===== src/hdl/slcan_pkg.sv =====
// slcan_pkg: shared constants, reply tables and the hex digit decoder for the
// slcan host byte parser. No dependencies.
package slcan_pkg;

  localparam logic [7:0] CH_START = 8'h74;  // 't'
  localparam logic [7:0] CH_CR    = 8'h0D;
  localparam logic [7:0] CH_VER   = 8'h56;  // 'V'
  localparam logic [7:0] CH_SER   = 8'h76;  // 'v'
  localparam logic [7:0] FILL     = 8'hFF;

  localparam int unsigned MIN_FRAME_CHARS = 5;
  localparam int unsigned MAX_DLC         = 8;
  // last store position ever read: 't' iii l + 16 data digits
  localparam int unsigned DIG_LAST        = 20;

  typedef enum logic [1:0] {
    REP_VER,
    REP_SER,
    REP_CR
  } reply_kind_t;

  function automatic logic [3:0] hex_value(input logic [7:0] c);
    logic [3:0] v;
    v = 4'd0;
    if (c >= 8'h30 && c <= 8'h39) v = 4'(c - 8'h30);
    else if (c >= 8'h41 && c <= 8'h46) v = 4'(c - 8'h41 + 8'd10);
    else if (c >= 8'h61 && c <= 8'h66) v = 4'(c - 8'h61 + 8'd10);
    return v;
  endfunction

  // index of the final byte of each reply string
  function automatic logic [2:0] reply_last_idx(input reply_kind_t k);
    logic [2:0] n;
    unique case (k)
      REP_VER: n = 3'd5;
      REP_SER: n = 3'd6;
      REP_CR:  n = 3'd0;
      default: n = 3'd0;
    endcase
    return n;
  endfunction

  function automatic logic [7:0] reply_char(input reply_kind_t k, input logic [2:0] idx);
    logic [7:0] b;
    b = CH_CR;
    unique case (k)
      REP_VER: begin
        case (idx)
          3'd0: b = 8'h56;
          3'd1: b = 8'h31;
          3'd2: b = 8'h30;
          3'd3: b = 8'h31;
          3'd4: b = 8'h30;
          default: b = CH_CR;
        endcase
      end
      REP_SER: begin
        case (idx)
          3'd0: b = 8'h76;
          3'd1: b = 8'h53;
          3'd2: b = 8'h54;
          3'd3: b = 8'h4D;
          3'd4: b = 8'h33;
          3'd5: b = 8'h32;
          default: b = CH_CR;
        endcase
      end
      REP_CR:  b = CH_CR;
      default: b = CH_CR;
    endcase
    return b;
  endfunction

endpackage


===== src/hdl/slcan_if.sv =====
// slcan_if: valid/ready channel interfaces for the slcan host byte parser.
// Depends on nothing; the parser top uses all three.
interface slcan_rx_if;
  logic       valid;
  logic       ready;
  logic [7:0] rx_byte;
  modport source (output valid, output rx_byte, input ready);
  modport sink   (input valid, input rx_byte, output ready);
endinterface

interface slcan_res_if;
  logic        valid;
  logic        ready;
  logic        out_kind;
  logic [7:0]  reply_byte;
  logic        reply_last;
  logic [11:0] frame_ident;
  logic [3:0]  frame_length;
  logic [63:0] frame_payload;
  logic        frame_short;
  modport source (output valid, output out_kind, output reply_byte, output reply_last,
                  output frame_ident, output frame_length, output frame_payload,
                  output frame_short, input ready);
  modport sink   (input valid, input out_kind, input reply_byte, input reply_last,
                  input frame_ident, input frame_length, input frame_payload,
                  input frame_short, output ready);
endinterface

interface slcan_cfg_if;
  logic valid;
  logic ready;
  logic gateway_mode;
  modport source (output valid, output gateway_mode, input ready);
  modport sink   (input valid, input gateway_mode, output ready);
endinterface


===== src/hdl/slcan_host_byte_parser_top.sv =====
// slcan_host_byte_parser_top: host byte parser, version replies or ascii frame decode.
// Depends on slcan_pkg and the channel interfaces in slcan_if.sv.
//
//  channel | dir | payload                                   | beat
//  rx      | in  | rx_byte                                   | one host byte
//  res     | out | out_kind, reply_byte, reply_last, frame_* | one reply byte or one frame
//  cfg     | in  | gateway_mode                              | one register write
//
// a byte sits in the input register and is handled there; results go to an output register
// gateway mode: one byte per cycle, a '\r' may wait for output; frame built in that cycle
// reply mode: one reply byte per cycle while output is free, 1 to 7 per byte ('v' gives 7)
// the reply step counter holds the input register until the last reply byte is loaded
// rst is synchronous; it clears the mode, the parser count and both valid flags
module slcan_host_byte_parser_top #(
  parameter int unsigned STORE_BYTES = 32
) (
  input logic          clk,
  input logic          rst,
  slcan_rx_if.sink     rx,
  slcan_res_if.source  res,
  slcan_cfg_if.sink    cfg
);
  import slcan_pkg::*;

  localparam int unsigned CW = $clog2(STORE_BYTES + 1);

  logic          gw;
  logic          hold_v;
  logic [7:0]    hold_byte;
  logic [2:0]    ridx;
  logic [CW-1:0] cc;
  logic [3:0]    dig [1:DIG_LAST];

  logic          o_v;
  logic          o_kind;
  logic [7:0]    o_byte;
  logic          o_last;
  logic [11:0]   o_ident;
  logic [3:0]    o_len;
  logic [63:0]   o_payload;
  logic          o_short;

  reply_kind_t   kind;
  logic          reply_done;
  logic          out_free;
  logic          is_start;
  logic          is_emit;
  logic          consume;
  logic          load_reply;
  logic          load_frame;
  logic [3:0]    dlc;
  logic [63:0]   payload_next;
  logic          short_next;
  logic [4:0]    last_pos;

  assign cfg.ready = 1'b1;

  always_comb begin
    if (hold_byte == CH_VER) kind = REP_VER;
    else if (hold_byte == CH_SER) kind = REP_SER;
    else kind = REP_CR;
  end

  assign reply_done = (ridx == reply_last_idx(kind));
  assign out_free   = !o_v || res.ready;
  assign is_start   = (hold_byte == CH_START);
  assign is_emit    = !is_start && (cc != '0) && (hold_byte == CH_CR)
                      && (cc >= CW'(MIN_FRAME_CHARS));
  assign consume    = hold_v && (gw ? (!is_emit || out_free) : (out_free && reply_done));
  assign load_reply = hold_v && !gw && out_free;
  assign load_frame = hold_v && gw && is_emit && out_free;
  assign rx.ready   = !hold_v || consume;

  // frame decode from the stored digit nibbles
  assign dlc      = dig[4];
  assign last_pos = 5'd4 + {dlc, 1'b0};

  always_comb begin
    payload_next = '1;
    for (int i = 0; i < 8; i++) begin
      if (dlc <= 4'(MAX_DLC) && 4'(i) < dlc) begin
        payload_next[8*i +: 8] = {
          (CW'(5 + 2*i) < cc) ? dig[5 + 2*i] : 4'd0,
          (CW'(6 + 2*i) < cc) ? dig[6 + 2*i] : 4'd0
        };
      end
    end
    // missing digits: the last one dlc asks for lies at or past the count
    short_next = (dlc != 4'd0) && (dlc <= 4'(MAX_DLC)) && (CW'(last_pos) >= cc);
  end

  always_ff @(posedge clk) begin
    if (rst) begin
      gw     <= 1'b0;
      hold_v <= 1'b0;
      ridx   <= '0;
      cc     <= '0;
      o_v    <= 1'b0;
    end else begin
      if (cfg.valid && cfg.ready) gw <= cfg.gateway_mode;

      if (rx.valid && rx.ready) begin
        hold_v    <= 1'b1;
        hold_byte <= rx.rx_byte;
      end else if (consume) begin
        hold_v <= 1'b0;
      end

      if (load_reply) ridx <= reply_done ? 3'd0 : ridx + 3'd1;

      if (load_reply) begin
        o_v       <= 1'b1;
        o_kind    <= 1'b0;
        o_byte    <= reply_char(kind, ridx);
        o_last    <= reply_done;
        o_ident   <= '0;
        o_len     <= '0;
        o_payload <= '0;
        o_short   <= 1'b0;
      end else if (load_frame) begin
        o_v       <= 1'b1;
        o_kind    <= 1'b1;
        o_byte    <= '0;
        o_last    <= 1'b0;
        o_ident   <= {dig[1], dig[2], dig[3]};
        o_len     <= dlc;
        o_payload <= payload_next;
        o_short   <= short_next;
      end else if (res.ready) begin
        o_v <= 1'b0;
      end

      if (consume && gw) begin
        if (is_start) cc <= CW'(1);
        else if (cc == '0) cc <= cc;
        else if (is_emit) cc <= '0;
        else if (cc >= CW'(STORE_BYTES)) cc <= '0;  // overflow drops the frame
        else cc <= cc + CW'(1);
      end
    end
  end

  // digit store: only positions that a frame decode reads are kept
  for (genvar p = 1; p <= DIG_LAST; p++) begin : g_dig
    always_ff @(posedge clk) begin
      if (consume && gw && !is_start && !is_emit && cc == CW'(p)) begin
        dig[p] <= hex_value(hold_byte);
      end
    end
  end

  assign res.valid         = o_v;
  assign res.out_kind      = o_kind;
  assign res.reply_byte    = o_byte;
  assign res.reply_last    = o_last;
  assign res.frame_ident   = o_ident;
  assign res.frame_length  = o_len;
  assign res.frame_payload = o_payload;
  assign res.frame_short   = o_short;

  a_ridx_reply_only: assert property (@(posedge clk) disable iff (rst)
    ridx != 3'd0 |-> hold_v && !gw)
    else $error("reply step counter busy outside reply mode");

  a_count_bound: assert property (@(posedge clk) disable iff (rst)
    cc <= CW'(STORE_BYTES))
    else $error("parser count past store size");

  a_emit_idles: assert property (@(posedge clk) disable iff (rst)
    load_frame |=> cc == '0 && o_v && o_kind)
    else $error("frame emit did not idle the parser");

  a_reply_lands: assert property (@(posedge clk) disable iff (rst)
    load_reply |=> o_v && !o_kind)
    else $error("reply beat lost");

endmodule


===== src/flat_wrapper.sv =====
// flat-port wrapper written by rule: the top's interface ports become plain ports
module slcan_host_byte_parser_top_flat import slcan_pkg::*;
#(
  parameter int unsigned STORE_BYTES = 32
)
  (clk, rst, rx_valid, rx_rx_byte, rx_ready, res_valid, res_out_kind, res_reply_byte, res_reply_last, res_frame_ident, res_frame_length, res_frame_payload, res_frame_short, res_ready, cfg_valid, cfg_gateway_mode, cfg_ready);
  slcan_rx_if rx_i ();
  slcan_res_if res_i ();
  slcan_cfg_if cfg_i ();
  input logic clk;
  input logic rst;
  input wire logic [$bits(rx_i.valid)-1:0] rx_valid;
  input wire logic [$bits(rx_i.rx_byte)-1:0] rx_rx_byte;
  output wire logic [$bits(rx_i.ready)-1:0] rx_ready;
  output wire logic [$bits(res_i.valid)-1:0] res_valid;
  output wire logic [$bits(res_i.out_kind)-1:0] res_out_kind;
  output wire logic [$bits(res_i.reply_byte)-1:0] res_reply_byte;
  output wire logic [$bits(res_i.reply_last)-1:0] res_reply_last;
  output wire logic [$bits(res_i.frame_ident)-1:0] res_frame_ident;
  output wire logic [$bits(res_i.frame_length)-1:0] res_frame_length;
  output wire logic [$bits(res_i.frame_payload)-1:0] res_frame_payload;
  output wire logic [$bits(res_i.frame_short)-1:0] res_frame_short;
  input wire logic [$bits(res_i.ready)-1:0] res_ready;
  input wire logic [$bits(cfg_i.valid)-1:0] cfg_valid;
  input wire logic [$bits(cfg_i.gateway_mode)-1:0] cfg_gateway_mode;
  output wire logic [$bits(cfg_i.ready)-1:0] cfg_ready;
  assign rx_i.valid = rx_valid;
  assign rx_i.rx_byte = rx_rx_byte;
  assign rx_ready = rx_i.ready;
  assign res_valid = res_i.valid;
  assign res_out_kind = res_i.out_kind;
  assign res_reply_byte = res_i.reply_byte;
  assign res_reply_last = res_i.reply_last;
  assign res_frame_ident = res_i.frame_ident;
  assign res_frame_length = res_i.frame_length;
  assign res_frame_payload = res_i.frame_payload;
  assign res_frame_short = res_i.frame_short;
  assign res_i.ready = res_ready;
  assign cfg_i.valid = cfg_valid;
  assign cfg_i.gateway_mode = cfg_gateway_mode;
  assign cfg_ready = cfg_i.ready;
  slcan_host_byte_parser_top #(.STORE_BYTES(STORE_BYTES)) u_core (.clk(clk), .rst(rst), .rx(rx_i), .res(res_i), .cfg(cfg_i));
endmodule

===== config.mk =====
export PLATFORM = sky130hd
export DESIGN_NAME = slcan_host_byte_parser_top_flat
export DESIGN_NICKNAME = d
export VERILOG_FILES = /design/src/hdl/slcan_pkg.sv /design/src/hdl/slcan_if.sv /design/src/hdl/slcan_host_byte_parser_top.sv /design/src/flat_wrapper.sv
export SDC_FILE = /design/constraint.sdc
export NUM_CORES = 1
export LEC_CHECK = 0
export ABC_CLOCK_PERIOD_IN_PS = 11900
export BUFFER_PORTS_ARGS = -buffer_cell sky130_fd_sc_hd__buf_4
export CAP_MARGIN = 30
export CORE_AREA = 8 8 127 129
export CTS_CLUSTER_SIZE = 40
export DETAILED_ROUTE_END_ITERATION = 10
export DIE_AREA = 0 0 135 137
export PLACE_DENSITY = 0.74
export RECOVER_POWER = 25
export SYNTH_ARGS = -nofsm -noshare
export SYNTH_HDL_FRONTEND = slang
export SYNTH_SLANG_ARGS = --single-unit

===== constraint.sdc =====
create_clock -name clk -period 11.9 [get_ports clk]
set_input_delay 2.38 -clock clk [delete_from_list [all_inputs] [get_ports clk]]
set_output_delay 2.38 -clock clk [all_outputs]
set_load 0.01 [all_outputs]

==> Yosys cells after proc, flatten, opt, wreduce, memory -nomap -nowiden <==
Memory sizes are Yosys's and may differ from the RTL's. A register that Yosys moved wholly into a read port is not among the register bits.
Cells that the tools add are included.
{ "word_totals": {"reg_bits": 99, "ramBits": 80, "inputBits": 14, "output_inout_bits": 94, "memories": 1} }
{ "classes": {"n_addsub": 8, "n_lt_le_gt_ge": 34, "eq_ne": 32, "n_mux": 169, "n_bitwise": 1, "reduce_logical": 87} }
{ "memory_table": {"columns": ["memory", "words", "word_bits", "rd", "rd_clocked_by_memory_dff", "wr", "line_no", "rtl"], "rows": [
  ["u_core.dig", 20, 4, 20, 3, 1, "slcan_host_byte_parser_top.sv:32", "logic [3:0] dig [1:DIG_LAST];"]
]} }
{ "ops": {"columns": ["operator", "n"], "rows": [
  ["$mux 4", 59],
  ["$mux 5", 19],
  ["$mux 8", 10],
  ["$reduce_or 4->1", 19],
  ["$mux 1", 69],
  ["$mux 64", 1],
  ["$eq 6x4->1 const B", 8],
  ["$lt 4x6->1 const A", 8],
  ["$logic_and 1x1->1", 47],
  ["$pmux 7 s6", 1],
  ["$eq 6x5->1 const B", 5],
  ["$lt 5x6->1 const A", 5],
  ["$eq 6x3->1 const B", 4],
  ["$eq 8x7->1 const B", 3],
  ["$mux 6", 4],
  ["$pmux 7 s3", 1],
  ["$lt 3x6->1 const A", 3],
  ["$ge 8x7->1 const B", 2],
  ["$le 8x7->1 const B", 2],
  ["$lt 3x4->1 const A", 4],
  ["$pmux 8 s2", 1],
  ["$eq 6x2->1 const B", 2],
  ["$sub 4x1->4 const B", 3],
  ["$add 4x4->4 const B", 2],
  ["other kinds (34)", 49]
]} }

==> Depth between registers and ports, before layout <==
{ "depth": {"ltp_word": 35, "mapped_depth": 9, "depth_no_buf": 8} }

==> Worst setup path after synthesis <==
No wires, ideal clock.
{ "synth_timing": {"kind": "input -> register", "from": "in res_ready", "to": "reg u_core.o_ident[0] (netlist: res_frame_ident[0]) (read register of u_core.dig), enable pin", "setup_ps": 672, "t_arrival_ps": 9282, "slack_ps": 1946, "path_stages": 3, "path_buffers": 0, "cell_sequence": "nand2b_1 > nand2_1 > a211oi_1"} }
{ "synth_between": {"elab_chain_len": 4, "elab_cells_between_ends": 5} }
{ "synth_rtl": {"columns": ["element", "line_no", "rtl"], "rows": [
  ["from (decl)", "flat_wrapper.sv:23", "input wire logic [$bits(res_i.ready)-1:0] res_ready;"],
  ["$logic_or 1x1->1 (*)", "slcan_host_byte_parser_top.sv:65", "assign out_free = !o_v || res.ready;"],
  ["$logic_and 1x1->1, on equally long branches", "slcan_host_byte_parser_top.sv:71, slcan_host_byte_parser_top.sv:70", null],
  ["$reduce_bool 2->1 (no source line)", null, null],
  ["$reduce_and 2->1 (no source line)", null, null],
  ["to (decl)", "slcan_host_byte_parser_top.sv:38", "logic [11:0] o_ident;"]
]} }
Every way passes the cells marked *; elsewhere a longest branch is shown, timed or not.
A chain may end at the register's enable or synchronous reset.

==> Final worst setup path <==
{ "layout_timing": {"from": "in res_ready", "to": "out rx_ready"} }
{ "layout_between": {"elab_chain_len": 5, "elab_cells_between_ends": 6} }
{ "layout_rtl": {"columns": ["element", "line_no", "rtl"], "rows": [
  ["$logic_or 1x1->1 (*)", "slcan_host_byte_parser_top.sv:65", null],
  ["$logic_and 1x1->1 / $logic_or 1x1->1 (equally long branches)", "slcan_host_byte_parser_top.sv:69", "assign consume = hold_v && (gw ? (!is_emit || out_free) : (out_free && reply_done));"],
  ["$mux 1 (*)", "slcan_host_byte_parser_top.sv:69", null],
  ["$logic_and 1x1->1 (*)", "slcan_host_byte_parser_top.sv:69", null],
  ["$logic_or 1x1->1 (*)", "slcan_host_byte_parser_top.sv:72", "assign rx.ready = !hold_v || consume;"],
  ["to (decl)", "flat_wrapper.sv:14", "output wire logic [$bits(rx_i.ready)-1:0] rx_ready;"]
]} }
Marks and branches as above.

==> reports/qor.log <==
qor: yosys.synthTopCellsByArea sky130_fd_sc_hd__edfxtp_1 (68%), sky130_fd_sc_hd__a21oi_1 (5.3%), sky130_fd_sc_hd__nand2_1 (3.7%)
qor: routing.via_per_inst 5.64
qor: cts.worstSkewPairLatency 420 ps
qor: yosys.yosys.area_share.xor_xnor 0.336%
qor: cts.cts-root-to-sink-buffers 2
qor: global_routing.maximum_number_of_pins_on_one_net_before_global_route_repair 71
qor: timing.clock-skew-final 9.88 ps
qor: floorplan.core.rowCount 44
qor: critical_path.crit_path_max_fanout 5
qor: floorplan.initial_core_util 55.1%
qor: timing.fin_setup_tns 0 ps
qor: cts.tritoncts yes
qor: critical_path.reg2regPathDepth 7
qor: cts.post_cts_resize_count 0
qor: placement.io_buffer_count 105
qor: yosys.synth_compound_gate_area_share 9.85%
qor: routing.drt-total-wl 16400 um
qor: global_routing.global_route.overflow_total 0
qor: global_routing.aggregate_global_route_resource_usage 18.0%
qor: finish.finish.cell_count_without_fillers 895
qor: critical_path.setup.worst_path.end_class output port
qor: yosys.synth.top_cells.by_count sky130_fd_sc_hd__edfxtp_1 (178), sky130_fd_sc_hd__a21oi_1 (83), sky130_fd_sc_hd__nand2_1 (77)
qor: routing.wl_per_cell 18.3 um
qor: yosys.post_synth_num_cell_types 52
qor: global_routing.grt_antenna_before_repair 0
qor: timing.rsz0062_at_grt no
qor: routing.detail_route.drc_violations 0
qor: timing.report.final.slew_viol_count 21
qor: hold_path.hold-path-cell-count 1
qor: yosys.synth.mux.area_fraction 0.272%
qor: timing.slew-limit-headroom -67.8%
qor: yosys.post_synth_fa_ha_maj_area_fraction 3.20%
qor: cts.htree_num_levels 4
qor: global_routing.wire_length_of_the_first_global_routing_pass 25400 um
qor: critical_path.regToRegEndpoint u_core.dig[3][2]
qor: critical_path.rr_startpoint u_core.hold_byte[0]
qor: timing.worst-slew-pin-transition 2490 ps
qor: yosys.ys.flop_type sky130_fd_sc_hd__edfxtp_1
qor: cts.worst_setup_hold_path_clk_slew 60 ps
qor: timing.max_freq 178 MHz
qor: yosys.synth_area_leader_cell sky130_fd_sc_hd__edfxtp_1
qor: placement.routabilityCongestion 0.871
qor: yosys.netlist_area 0.00783 mm2
qor: yosys.nets_in_the_synthesized_netlist 629
qor: finish.final_net_count 732
qor: yosys.synth.yosys.warnings 0
qor: finish.final_layout_size_suffix_gt1_share 20.4%
qor: routing.detail_route.first_pass.iterations 5
qor: floorplan.die_width 135 um
qor: yosys.post_synthesis_average_cell_area 13.2 um2
qor: finish.syn2layout_area_growth 19.2%
qor: yosys.main_combinational_cell_family_by_area_after_synthesis simple AND/OR/NAND/NOR gates
qor: timing.finalSetupViolCount 0
qor: critical_path.timing_worst_setup_path_type input pin to output port
qor: routing.dr_total_vias 5048
qor: cts.cts.sinks 190
qor: finish.diodes 0
qor: placement.place.detailed.instances 860
qor: power.irDropWorstVdd 94.1 uV
qor: yosys.synth_sequential_area_ratio 71.4%
qor: yosys.edff_count_synth 178
qor: placement.hpwlAfterDp 11100 um
qor: cts.number_of_cts_inserted_buffers 17
qor: yosys.basic_gate_share_of_the_synthesized_area_counting_and_or_nand_and_nor_cells 12.5%
qor: timing.hold_ws 518 ps
qor: hold_path.hp-class flop to flop
qor: power.leakagePower 0.00329 uW
qor: critical_path.regToRegSetupSlack 8160 ps
qor: outcome.status finished with violations
qor: yosys.post_synth_inst_count 595
qor: cts.post-cts-setup-buffer-count 0
qor: critical_path.worstSetupStartpointType input pin
qor: timing.min_period 5610 ps
qor: job.drv_cap 1
qor: critical_path.required 9520 ps
qor: floorplan.design.die.area 0.0185 mm2
qor: floorplan.fp.coreArea 0.0142 mm2
qor: routing.initialDrtViolationCount 494
qor: routing.antenna_left 0
qor: floorplan.chipHeight 137 um
qor: cts.post_cts_hold_buffer_count 0
qor: yosys.synth.most_common_cell sky130_fd_sc_hd__edfxtp_1
qor: critical_path.cp_slowest_stage_delay 210 ps
qor: timing.finalHoldViolCount 0
qor: global_routing.grt_pass1_vias 4780
qor: timing.final.period_utilization 47.2%
qor: cts.clockRootBuffer sky130_fd_sc_hd__clkbuf_16
qor: hold_path.hp-start u_core.dig[3][1]
qor: hold_path.worst_hold_path.endpoint res_frame_ident[1]
qor: critical_path.crit_path_top_delay_cell sky130_fd_sc_hd__nand2b_1
qor: yosys.yosys_register_bits 190
qor: power.power.density_cell_area 146 mW/mm2
qor: floorplan.floorplan.io_pins 108
qor: yosys.synth-async-reset-ratio 0%
qor: critical_path.worst-endpoint-arrival 3230 ps
qor: yosys.post-synth-top-area-fraction 68.3%
qor: critical_path.critical_path.cell_chain clkbuf_4, nand2b_1, o21ai_0, o211ai_1, buf_4
qor: outcome.violations capacitance limit, slew limit
[worst max path at each step]
| stage | from | endpoint | slack [ps] | depth (start not counted) |
|---|---|---|---|---|
| CTS | res_ready | rx_ready | 6280 | 5 |
| detailed placement | res_ready | rx_ready | 6290 | 5 |
| floorplan | res_ready | res_frame_ident[0] | 1950 | 3 |
| global route | res_ready | rx_ready | 6200 | 5 |
| global placement | res_ready | rx_ready | 6330 | 5 |
| finish | res_ready | rx_ready | 6290 | 5 |
[power by group]
group / internal, uW / switching, uW
Sequential: 743 / 7.43
Combinational: 25.5 / 39.6
Clock: 309 / 235
Total: 1080 / 282
[worst max-delay path: cells and delay by family]
| family | cells | cell delay [ps] |
|---|---|---|
| simple gates | 1 | 210 |
| buf+inv | 2 | 290 |
| compound gates | 2 | 350 |
[cell usage in the layout (no fill, tap or decap), types with 2 or more instances in the layout]
master,instances
sky130_fd_sc_hd__edfxtp_1,178
sky130_fd_sc_hd__buf_4,98
sky130_fd_sc_hd__a21oi_1,84
sky130_fd_sc_hd__nand2_1,77
sky130_fd_sc_hd__nor2_1,43
sky130_fd_sc_hd__ha_1,20
sky130_fd_sc_hd__inv_1,19
sky130_fd_sc_hd__and2_1,19
sky130_fd_sc_hd__o21ai_0,17
sky130_fd_sc_hd__clkbuf_16,17
sky130_fd_sc_hd__dfxtp_1,12
sky130_fd_sc_hd__clkbuf_4,9
sky130_fd_sc_hd__nor3_1,8
sky130_fd_sc_hd__and3_1,7
sky130_fd_sc_hd__nor4_1,6
sky130_fd_sc_hd__o21bai_1,5
sky130_fd_sc_hd__nand4_1,5
sky130_fd_sc_hd__nand3_1,5
sky130_fd_sc_hd__nor2b_1,4
sky130_fd_sc_hd__nand2b_1,4
sky130_fd_sc_hd__or3_1,4
sky130_fd_sc_hd__a31oi_1,4
sky130_fd_sc_hd__and4_1,4
sky130_fd_sc_hd__o31ai_1,4
sky130_fd_sc_hd__clkinvlp_4,4
sky130_fd_sc_hd__clkbuf_1,4
sky130_fd_sc_hd__o21ai_1,3
sky130_fd_sc_hd__a211oi_1,3
sky130_fd_sc_hd__a21o_1,3
sky130_fd_sc_hd__inv_6,3
sky130_fd_sc_hd__clkinv_1,3
sky130_fd_sc_hd__o211ai_1,2
sky130_fd_sc_hd__xnor2_1,2
sky130_fd_sc_hd__or4_1,2
sky130_fd_sc_hd__conb_1,2
sky130_fd_sc_hd__bufinv_16,2
[layer usage]
metal / share of wire, % / global-route usage, % / wire length (um)
met5: 0 / 0 / 0
met1: 41 / 21.7 / 6700
met3: 7.0 / 4.77 / 1150
met2: 51 / 30.6 / 8270
met4: 1.4 / 6.85 / 236
[registers in the layout, summed over array words and instances (netlist names), 3 cells and up]
name	flops
res_frame_ident	12
u_core.cc	6
u_core.dig	80
u_core.hold_byte	8
u_core.res.frame_length	4
u_core.res.frame_payload	64
u_core.res.reply_byte	7
u_core.ridx	3
[metrics by stage]
stage / power [uW] / utilization (%) / area [um2] / setup slack (ps)
after global routing: 1400 / 65.7 / 9330 / 6200
after floorplan: 803 / - / 7830 / 1950
final: 1360 / 65.7 / 9330 / 6290
after detailed placement: 830 / 61.8 / 8770 / 6290
after global placement: 828 / 61.8 / 8770 / 6330
after CTS: 1370 / 65.8 / 9340 / 6280
[cells by family after synthesis]
kind of cell               after synthesis
muxes                                    2
buffers and inverters                   46
other                                    2
xor gates and xnor gates                 3
and+or+nand+nor                        197
DFF                                    190
adders and majority gates               20
AOI/OAI and AO/OA                      135
[cell type report]
type                    count  area [um2]
flip-flops and latches    190        5590
fillers                  1043        4870
multi-input cells         359        2050
repair buffers            111         820
clock buffers              18         429
well taps                 184         230
clock inverters            14         141
inverters                  19        71.3
Note: power is estimated with default switching activity, not from simulation.
